===== src/rbib_pkg.sv =====
// Package for the rollback input history buffer.
// Holds sizes, command codes and the control bundle sent to the slot cells.
// No dependencies.
`default_nettype none
package rbib_pkg;

	localparam int PLAYERS    = 2;
	localparam int WINDOW     = 64;
	localparam int INPUT_BITS = 8;

	localparam int PLR_W  = (PLAYERS > 1) ? $clog2(PLAYERS) : 1;
	localparam int SLOT_W = $clog2(WINDOW);
	localparam int CNT_W  = $clog2(WINDOW + 1);

	localparam logic [1:0] CMD_SET   = 2'd0;
	localparam logic [1:0] CMD_START = 2'd1;
	localparam logic [1:0] CMD_READ  = 2'd2;

	typedef logic [INPUT_BITS-1:0] inp_t;
	typedef inp_t [PLAYERS-1:0] row_t;

	typedef struct packed {
		logic              shift;
		logic              wr;
		logic              fill;
		logic              rd_load;
		logic              rd_shift;
		logic [PLR_W-1:0]  player;
		inp_t              value;
		logic [SLOT_W-1:0] slot;
	} ctrl_t;

endpackage
`default_nettype wire


===== src/rbib_cell.sv =====
// One slot of the history window: the input of every player for one frame age.
// Shifts from its newer neighbor, takes writes and fills, and passes read data down.
// Depends on rbib_pkg.
`default_nettype none
module rbib_cell (
	input  wire                         clk,
	input  wire                         arst_n,
	input  wire  [rbib_pkg::SLOT_W-1:0] idx,
	input  rbib_pkg::ctrl_t             ctrl,
	input  rbib_pkg::row_t              prev_row,
	input  rbib_pkg::inp_t              next_rd,
	output rbib_pkg::row_t              row,
	output rbib_pkg::inp_t              rd
);
	import rbib_pkg::*;

	row_t row_q;
	inp_t rd_q;
	logic hit;
	logic below;

	assign hit   = (idx == ctrl.slot);
	assign below = (idx < ctrl.slot);

	always_ff @(posedge clk or negedge arst_n) begin
		if (!arst_n) begin
			row_q <= '0;
		end else if (ctrl.shift) begin
			row_q <= prev_row;
		end else if (ctrl.wr && (hit || (ctrl.fill && below))) begin
			row_q[ctrl.player] <= ctrl.value;
		end
	end

	always_ff @(posedge clk) begin
		if (ctrl.rd_load) begin
			rd_q <= hit ? row_q[ctrl.player] : '0;
		end else if (ctrl.rd_shift) begin
			rd_q <= next_rd;
		end
	end

	assign row = row_q;
	assign rd  = rd_q;

endmodule
`default_nettype wire


===== src/rollback_input_history_buffer.sv =====
// Top level of the rollback input history buffer: control sequencer and the row of slot cells.
// Depends on rbib_pkg and rbib_cell.
//
// One item at a time. After an item is accepted the sequencer steps through prep, then the
// window shift for a start or set whose frame is newer, then act, then write for a set or
// read load and read shift for a read (skipped for a flagged item), then done. The window
// advances one cell per cycle, by as many slots as the frame moved, at most WINDOW. Read
// data walks down the cell row one cell per cycle, once per slot of age. Done waits while
// an earlier result is still held at the output. One result item per input item; the next
// input item is taken while a result still waits at the output.
`default_nettype none
module rollback_input_history_buffer (
	input  wire         clk,
	input  wire         arst_n,
	input  wire         s_tvalid,
	output logic        s_tready,
	input  wire  [47:0] s_tdata,  // player[0], input_value[8:1], frame[40:9], zeros
	input  wire  [1:0]  s_tuser,  // command[1:0]
	output logic        m_tvalid,
	input  wire         m_tready,
	output logic [39:0] m_tdata,  // read_value[7:0], now_frame[39:8]
	output logic        m_tuser   // status[0]
);
	import rbib_pkg::*;

	localparam logic [2:0] ST_IDLE    = 3'd0;
	localparam logic [2:0] ST_PREP    = 3'd1;
	localparam logic [2:0] ST_SHIFT   = 3'd2;
	localparam logic [2:0] ST_ACT     = 3'd3;
	localparam logic [2:0] ST_WRITE   = 3'd4;
	localparam logic [2:0] ST_RDLOAD  = 3'd5;
	localparam logic [2:0] ST_RDSHIFT = 3'd6;
	localparam logic [2:0] ST_DONE    = 3'd7;

	logic [2:0]              state_q;
	logic [1:0]              cmd_q;
	logic                    player_q;
	inp_t                    val_q;
	logic [31:0]             frame_q;
	logic [31:0]             cur_q;
	logic [PLAYERS-1:0][31:0] last_q;
	logic [CNT_W-1:0]        cnt_q;
	logic [SLOT_W-1:0]       slot_q;
	logic                    fill_q;
	inp_t                    res_val_q;
	logic                    res_stat_q;
	logic [7:0]              out_val_q;
	logic                    out_stat_q;
	logic [31:0]             out_frame_q;
	logic                    out_valid_q;

	logic [31:0]      delta;
	logic [31:0]      age;
	logic             bad;
	logic [PLR_W-1:0] pidx;
	ctrl_t            ctrl;
	row_t             rows [WINDOW];
	inp_t             rds  [WINDOW];

	assign delta = frame_q - cur_q;
	assign age   = cur_q - frame_q;
	assign pidx  = PLR_W'(player_q);
	assign bad   = ({31'b0, player_q} >= 32'(PLAYERS)) || (age >= 32'(WINDOW));

	assign s_tready = (state_q == ST_IDLE);

	always_comb begin
		ctrl          = '0;
		ctrl.shift    = (state_q == ST_SHIFT);
		ctrl.wr       = (state_q == ST_WRITE);
		ctrl.fill     = fill_q;
		ctrl.rd_load  = (state_q == ST_RDLOAD);
		ctrl.rd_shift = (state_q == ST_RDSHIFT);
		ctrl.player   = pidx;
		ctrl.value    = val_q;
		ctrl.slot     = slot_q;
	end

	genvar k;
	generate
		for (k = 0; k < WINDOW; k++) begin : g_cell
			rbib_cell u_cell (
				.clk      (clk),
				.arst_n   (arst_n),
				.idx      (SLOT_W'(k)),
				.ctrl     (ctrl),
				.prev_row ((k == 0) ? rows[0] : rows[(k == 0) ? 0 : k - 1]),
				.next_rd  ((k == WINDOW - 1) ? inp_t'(0) : rds[(k == WINDOW - 1) ? k : k + 1]),
				.row      (rows[k]),
				.rd       (rds[k])
			);
		end
	endgenerate

	always_ff @(posedge clk) begin
		if (s_tvalid && s_tready) begin
			cmd_q    <= s_tuser;
			player_q <= s_tdata[0];
			val_q    <= s_tdata[8:1];
			frame_q  <= s_tdata[40:9];
		end
	end

	always_ff @(posedge clk or negedge arst_n) begin
		if (!arst_n) begin
			state_q     <= ST_IDLE;
			cur_q       <= '0;
			last_q      <= '0;
			cnt_q       <= '0;
			slot_q      <= '0;
			fill_q      <= 1'b0;
			res_val_q   <= '0;
			res_stat_q  <= 1'b0;
			out_valid_q <= 1'b0;
			out_val_q   <= '0;
			out_stat_q  <= 1'b0;
			out_frame_q <= '0;
		end else begin
			if (out_valid_q && m_tready && state_q != ST_DONE) begin
				out_valid_q <= 1'b0;
			end
			case (state_q)
				ST_IDLE: begin
					if (s_tvalid) begin
						state_q <= ST_PREP;
					end
				end
				ST_PREP: begin
					res_val_q  <= '0;
					res_stat_q <= 1'b0;
					fill_q     <= 1'b0;
					if ((cmd_q == CMD_SET || cmd_q == CMD_START) && frame_q > cur_q) begin
						cur_q   <= frame_q;
						cnt_q   <= (delta >= 32'(WINDOW)) ? CNT_W'(WINDOW) : CNT_W'(delta);
						state_q <= ST_SHIFT;
					end else begin
						state_q <= ST_ACT;
					end
				end
				ST_SHIFT: begin
					cnt_q <= cnt_q - CNT_W'(1);
					if (cnt_q == CNT_W'(1)) begin
						state_q <= ST_ACT;
					end
				end
				ST_ACT: begin
					slot_q <= age[SLOT_W-1:0];
					cnt_q  <= CNT_W'(age[SLOT_W-1:0]);
					fill_q <= last_q[pidx] < frame_q;
					case (cmd_q)
						CMD_SET: begin
							res_stat_q <= bad;
							state_q    <= bad ? ST_DONE : ST_WRITE;
						end
						CMD_READ: begin
							res_stat_q <= bad;
							state_q    <= bad ? ST_DONE : ST_RDLOAD;
						end
						default: begin
							state_q <= ST_DONE;
						end
					endcase
				end
				ST_WRITE: begin
					if (fill_q) begin
						last_q[pidx] <= frame_q;
					end
					state_q <= ST_DONE;
				end
				ST_RDLOAD: begin
					state_q <= ST_RDSHIFT;
				end
				ST_RDSHIFT: begin
					if (cnt_q == '0) begin
						res_val_q <= rds[0];
						state_q   <= ST_DONE;
					end else begin
						cnt_q <= cnt_q - CNT_W'(1);
					end
				end
				ST_DONE: begin
					if (!out_valid_q || m_tready) begin
						out_valid_q <= 1'b1;
						out_val_q   <= 8'(res_val_q);
						out_stat_q  <= res_stat_q;
						out_frame_q <= cur_q;
						state_q     <= ST_IDLE;
					end
				end
				default: begin
					state_q <= ST_IDLE;
				end
			endcase
		end
	end

	assign m_tvalid = out_valid_q;
	assign m_tdata  = {out_frame_q, out_val_q};
	assign m_tuser  = out_stat_q;

`ifndef ASSERT_OFF
	a_frame_monotonic: assert property (@(posedge clk) disable iff (!arst_n)
		1'b1 |=> cur_q >= $past(cur_q))
		else $error("current frame moved backward");

	a_flag_zero_value: assert property (@(posedge clk) disable iff (!arst_n)
		m_tvalid && m_tuser |-> m_tdata[7:0] == 8'd0)
		else $error("flagged result carries read data");

	a_shift_count: assert property (@(posedge clk) disable iff (!arst_n)
		state_q == ST_SHIFT |-> cnt_q != '0 && cnt_q <= CNT_W'(WINDOW))
		else $error("window shift count out of range");

	a_hold_output: assert property (@(posedge clk) disable iff (!arst_n)
		state_q == ST_DONE && out_valid_q && !m_tready |=> state_q == ST_DONE)
		else $error("result dropped while output stalled");
`endif

endmodule
`default_nettype wire

===== config.mk =====
export PLATFORM = sky130hd
export DESIGN_NAME = rollback_input_history_buffer
export DESIGN_NICKNAME = d
export VERILOG_FILES = /design/src/rbib_pkg.sv /design/src/rbib_cell.sv /design/src/rollback_input_history_buffer.sv
export SDC_FILE = /design/constraint.sdc
export NUM_CORES = 2
export LEC_CHECK = 0
export ABC_AREA = 1
export ABC_CLOCK_PERIOD_IN_PS = 19200
export BUFFER_PORTS_ARGS = -buffer_cell sky130_fd_sc_hd__buf_2
export CORE_MARGIN = 10
export CORE_UTILIZATION = 35
export CTS_BUF_LIST = sky130_fd_sc_hd__clkbuf_4
export CTS_CLUSTER_DIAMETER = 200
export DETAILED_ROUTE_END_ITERATION = 7
export SETUP_SLACK_MARGIN = 0.02
export SYNTH_ARGS = -nofsm -noshare
export SYNTH_HDL_FRONTEND = slang
export SYNTH_SLANG_ARGS = --single-unit

===== constraint.sdc =====
create_clock -name clk -period 19.2 [get_ports clk]
set_input_delay 0 -clock clk [delete_from_list [all_inputs] [get_ports clk]]
set_output_delay 0 -clock clk [all_outputs]
set_load 0.05 [all_outputs]

After elaboration in Yosys (flattened, before gate mapping)
Cells that the tools add are included.

Input port bits: 54. Bits in registers: 1743. Bits in latches: 0. Output and inout port bits: 43. Memory bits (writable): 0. Memory bits (read-only): 0. Memories: 0. Logic and storage cells: 1182.

$mul: 0. Mux-type cells: 538. Shifts and indexed selects: 0. Bitwise gates (word level): 1. $add $sub $neg: 3. Equal/unequal tests: 81. $lt $le $gt $ge: 70. Reduce and logical (&&, ||, !) cells: 280. Div/mod/pow operators: 0.

Operators by type and width (count): 8-bit 2-to-1 mux (322); 16-bit 2-to-1 mux (126); 16-bit bitwise mux (64); 6-bit == test (first input constant) (32); 6-bit < comparator (first input constant) (32); 1-bit logical AND (133); 2-bit nonzero test (66); 5-bit by 6-bit == test with 1-bit output (first input constant) (16); 5-bit by 6-bit < comparator with 1-bit output (first input constant) (16); 32-bit 2-to-1 mux (3); 1-bit logical OR (66); 64-bit bitwise mux (1); 32-bit by 7-bit >= comparator with 1-bit output (second input constant) (2); 32-bit subtractor (2); 4-bit by 6-bit == test with 1-bit output (first input constant) (8); 4-bit by 6-bit < comparator with 1-bit output (first input constant) (8); 32-bit demux with 1-bit select (1); 32-bit > comparator (1); 32-bit < comparator (1); 7-bit one-hot mux with 4 select lines (1); 3-bit by 6-bit == test with 1-bit output (first input constant) (4); 3-bit by 6-bit < comparator with 1-bit output (first input constant) (4); 3-bit one-hot mux with 8 select lines (1); 7-bit 2-to-1 mux (3); 34 further kinds (60).

Logic depth before layout (Yosys ltp)
Depth after elaboration: 7. Gate-level depth with buffers: 21. Mapped depth without buffers: 20.

By module
Synthesis repeated with hierarchy kept, for this count alone.

Cell total of the unflattened synthesis: 14264. Area total of the unflattened synthesis: 113695.3 µm².

Modules (own cells, without submodules): rbib_cell at g_cell[0].u_cell ... (area each 1562.7 µm², cells an instance 193, sequential area each 640.6 µm², times used 55); rbib_cell at g_cell[5].u_cell ... (area each 1559.0 µm², cells an instance 193, sequential area each 640.6 µm², times used 9); rollback_input_history_buffer (area each 13713.2 µm², cells an instance 1912, sequential area each 5395.2 µm², times used 1).

Worst setup path after synthesis
No wires, ideal clock.

Path type: register to register. Start: reg state_q[2]. End: reg g_cell[0].u_cell.rd_q[0] (enable). Clock period less this slack: 13.285 ns. Buffers on the path: 2. Data arrival time: 9.640 ns. Setup slack: 5.915 ns. Stages on the path, launching flop included: 7. Required time: 15.555 ns. Setup time: 3.645 ns. Cell sequence: dfrtp_1 > inv_2 > nor3_1 > inv_2 > clkbuf_1 > clkbuf_1 > nand2_1.

Longest elaborated chain between the ends: 2. Elaborated cells between the ends (all ways): 3. Classes of those cells: eq/ne: 2; reduce/logical: 1.

RTL lines: from (decl) (line rollback_input_history_buffer.sv:35) `logic [2:0] state_q;`; from (signal assigned) (line rollback_input_history_buffer.sv:153) `state_q <= bad ? ST_DONE : ST_WRITE;`; from (signal assigned) (line rollback_input_history_buffer.sv:157) `state_q <= bad ? ST_DONE : ST_RDLOAD;`; 3-bit == test, on equally long branches (line rollback_input_history_buffer.sv:73, rollback_input_history_buffer.sv:72); 2-bit nonzero test (no source line) (*); to (signal assigned) (line rbib_cell.sv:37) `rd_q <= hit ? row_q[ctrl.player] : '0;`; to (signal assigned) (line rbib_cell.sv:39) `rd_q <= next_rd;`; to (decl) (line rbib_cell.sv:18) `inp_t rd_q;`.

Every way passes the cells marked *; elsewhere a longest branch is shown, timed or not. A chain may end at the register's enable or synchronous reset.

Worst setup path after layout
Start: reg state_q[2]. End: reg g_cell[20].u_cell.rd_q[2] (enable).

Longest elaborated chain between the ends: 2. Elaborated cells between the ends (all ways): 3. Classes of those cells: eq/ne: 2; reduce/logical: 1.

RTL lines (line): 3-bit == test, on equally long branches (rollback_input_history_buffer.sv:73, rollback_input_history_buffer.sv:72); 2-bit nonzero test (no source line) (*); to (signal assigned) (rbib_cell.sv:37); to (signal assigned) (rbib_cell.sv:39); to (decl) (rbib_cell.sv:18).

Marks and branches as above.

==> flow_summary.json <==
{
  "powerDensity_mw_per_mm2": 170.3,
  "power_leakage_nw": 45.49,
  "synth-main-ff-cell": "dfrtp_1",
  "mostFrequentLayoutCells": "o21ai_0 (2114), nand2_1 (1794), inv_1 (1246)",
  "ys_async_sr_fraction": 0.6816,
  "row_count": 181,
  "grt_start_max_net_pins": 274,
  "post-route-period-util": 0.2796,
  "ant_nets": 0,
  "die_h_um": 515.4,
  "vias": 74267,
  "required_ns": 20.18,
  "syn_area_mm2": 0.08588,
  "drt_iter0_markers": 7186,
  "fmax_mhz": 186.3,
  "cp-end-kind": "register",
  "synthesis.nets": 10467,
  "tightest_slew_ns": 1.203,
  "cts_sinks": 1743,
  "drc": 0,
  "critical_path_arrival_ns": 6.35,
  "hold_path.class": "input pin to register",
  "cts_buffers": 476,
  "worst_setup_path_start_kind": "register",
  "cts.htree.levels": 5,
  "drtPass1Iterations": 7,
  "hold_violations": 0,
  "fin_nets": 10652,
  "die_w_um": 515.4,
  "vias_per_cell": 5.264,
  "final_max_slew_viol_count": 0,
  "io_pins": 97,
  "syn_avg_cell_area_um2": 8.326,
  "power.total_w": 0.01641,
  "syn_inst": 10315,
  "dpl.hpwl_um": 171300,
  "grt_overflow": 0,
  "worstHoldPathCells": 6,
  "setup_viol": 0,
  "cts_tree": "done",
  "synth_cell_types": 56,
  "dieArea_mm2": 0.2656,
  "antenna_found_initial": 14,
  "reg2reg_depth": 8,
  "crit_fanout": 140,
  "reg2reg_slack_ns": 13.83,
  "period_needed_ns": 5.369,
  "clk_latency_ns": 1.46,
  "grt_setup_unrepaired": "no",
  "ys_warn_count": 0,
  "place_congestion": 0.8776,
  "wl_per_cell_um": 19.55,
  "track_usage": 0.2018,
  "grt_pass1_vias": 74323,
  "clock_path_buffers": 4,
  "r2r_start": "state_q[2]$_DFFE_PN0P_",
  "final_util": 0.3955,
  "min_from": "s_tvalid",
  "grt_pass1_wl_um": 428300,
  "postCtsSetupBuffers": 0,
  "ys_seq_area_frac": 0.5402,
  "hold_end": "state_q[1]$_DFFE_PN0P_",
  "final_common_cell": "o21ai_0",
  "setup-tns-final_ns": 0,
  "fin_skew_ns": 0.1707,
  "start_util": 0.3524,
  "coreArea_mm2": 0.2437,
  "worstSetupPathType": "register to register",
  "outcome": "complete, no violations",
  "max-slew-margin-rel": 0.1971,
  "area_delta_synth_final_pct": 12.22,
  "rr_endpoint": "g_cell[20].u_cell.rd[2]$_DFFE_PP_",
  "root_buffer": "clkbuf_4",
  "wl_um": 275900,
  "max-vdd-ir-drop_uv": 232.6,
  "drive_gt1_frac": 0.1061,
  "numPortBuffers": 89,
  "synth-edff-count": 555,
  "drv_cap": 0,
  "cts.clk_slew.worst_paths_ns": 0.06,
  "ys_seq_elements": 1743
}
## power by group
part | switching (W) | total [W] | internal, W
logic | 0.00461 | 0.00633 | 0.00172
registers | 0.000683 | 0.00664 | 0.00595
clock network | 0.00162 | 0.00345 | 0.00183
## cell usage after synthesis, types with 5 or more instances
library cell	count	area share
a221oi_1	51	0.0052
buf_2	129	0.0075
o211ai_1	14	0.0012
xor2_1	11	0.0011
mux2_1	15	0.0020
nand2_1	1814	0.079
o21ai_1	36	0.0021
ha_1	96	0.014
buf_6	8	0.0010
a221oi_2	6	0.0010
o31ai_1	34	0.0030
buf_1	13	0.00057
a211oi_1	5	0.00044
edfxtp_1	555	0.19
dfrtp_1	1188	0.35
o21ai_0	2114	0.12
nor3_1	9	0.00052
nor2_2	17	0.0012
buf_4	11	0.00096
inv_1	1246	0.054
clkbuf_1	439	0.019
nand4_1	25	0.0018
inv_2	14	0.00061
nand3_2	59	0.0069
a21oi_1	1037	0.060
nand3b_1	18	0.0016
nor2_1	1053	0.046
nand3_1	189	0.011
mux2_2	66	0.0087
## registers in the layout, summed over array words and instances, names as in the netlist
| signal | count |
|---|---|
| out_val_q | 8 |
| g_cell.u_cell.rd | 512 |
| frame_q | 32 |
| m_tuser | 1 |
| slot_q | 6 |
| fill_q | 1 |
| state_q | 3 |
| res_stat_q | 1 |
| m_tvalid | 1 |
| cmd_q | 2 |
| val_q | 8 |
| cnt_q | 7 |
| out_frame_q | 32 |
| g_cell.u_cell.row | 1024 |
| pidx | 1 |
| res_val_q | 8 |
| cur_q | 32 |
| last_q | 64 |
## metrics by stage
step | hold slack [ns] | setup slack (ns) | instance area, um^2 | instances
after global placement | 0.1516 | 13.92 | 88710 | 13086
after global routing | 0.2401 | 13.52 | 96370 | 14105
after CTS | 0.1693 | 13.74 | 96340 | 14093
after floorplan | -0.2956 | 5.915 | 85880 | 10315
after detailed placement | 0.1603 | 13.81 | 88710 | 13086
final | 0.3350 | 13.83 | 96370 | 14108
## critical path, stage by stage, from the launching register on
cell and delay, ns:
dfrtp_1 0.50, inv_2 0.13, nor3_2 0.18, buf_4 0.35
inv_8 0.33, nand2_4 0.71, buf_12 0.62, buf_4 0.93
buf_4 0.91
## worst max-delay path by stage
stage                                 startpoint                                end  slack (ns)  depth (start not counted)
final                     state_q[2]$_DFFE_PN0P_  g_cell[20].u_cell.rd[2]$_DFFE_PP_       13.83                          8
after global routing      state_q[2]$_DFFE_PN0P_  g_cell[19].u_cell.rd[7]$_DFFE_PP_       13.52                          8
after global placement    state_q[2]$_DFFE_PN0P_  g_cell[20].u_cell.rd[4]$_DFFE_PP_       13.92                          8
after floorplan           state_q[2]$_DFFE_PN0P_   g_cell[0].u_cell.rd[0]$_DFFE_PP_        5.92                          6
after detailed placement  state_q[2]$_DFFE_PN0P_  g_cell[19].u_cell.rd[2]$_DFFE_PP_       13.81                          8
after CTS                 state_q[2]$_DFFE_PN0P_  g_cell[18].u_cell.rd[2]$_DFFE_PP_       13.74                          8
## per-layer routing
layer  up-vias  share of wire  wire length [um]  track usage
li1      34716              -                 -            -
met1     36066           0.44            120600       0.2739
met2      2869           0.45            124900       0.3190
met3       614          0.078             21580      0.04137
met4         2          0.032              8766      0.07331
met5         -       0.000047                13            0
## logic make-up after synthesis
kind of cell / Yosys count / share of synthesized area
AO/OA/AOI/OAI: 3313 / 0.1983
XOR/XNOR: 12 / 0.001224
adder cells (fa/ha/maj): 98 / 0.01445
buffers and inverters: 1864 / 0.08457
flip-flops: 1743 / 0.5402
multiplexers: 81 / 0.01062
AND/OR/NAND/NOR: 3204 / 0.1506
## final cells by class
class	count	area [um^2]
Inverter	1263	4760
Antenna cell	15	37.54
Clock buffer	756	5675
Clock inverter	113	558.0
Timing Repair Buffer	308	2550
Sequential cell	1743	46390
Tap cell	3202	4006
Multi-Input combinational cell	6708	32390
Fill cell	24867	147300
## what timing repair did
item | 4_1_cts | 5_1_grt
gates resized for setup | 0 | 0
hold endpoints to repair | 431 | 0
hold buffers | 138 | 0
No activity file was read; power rests on OpenSTA's default activity.
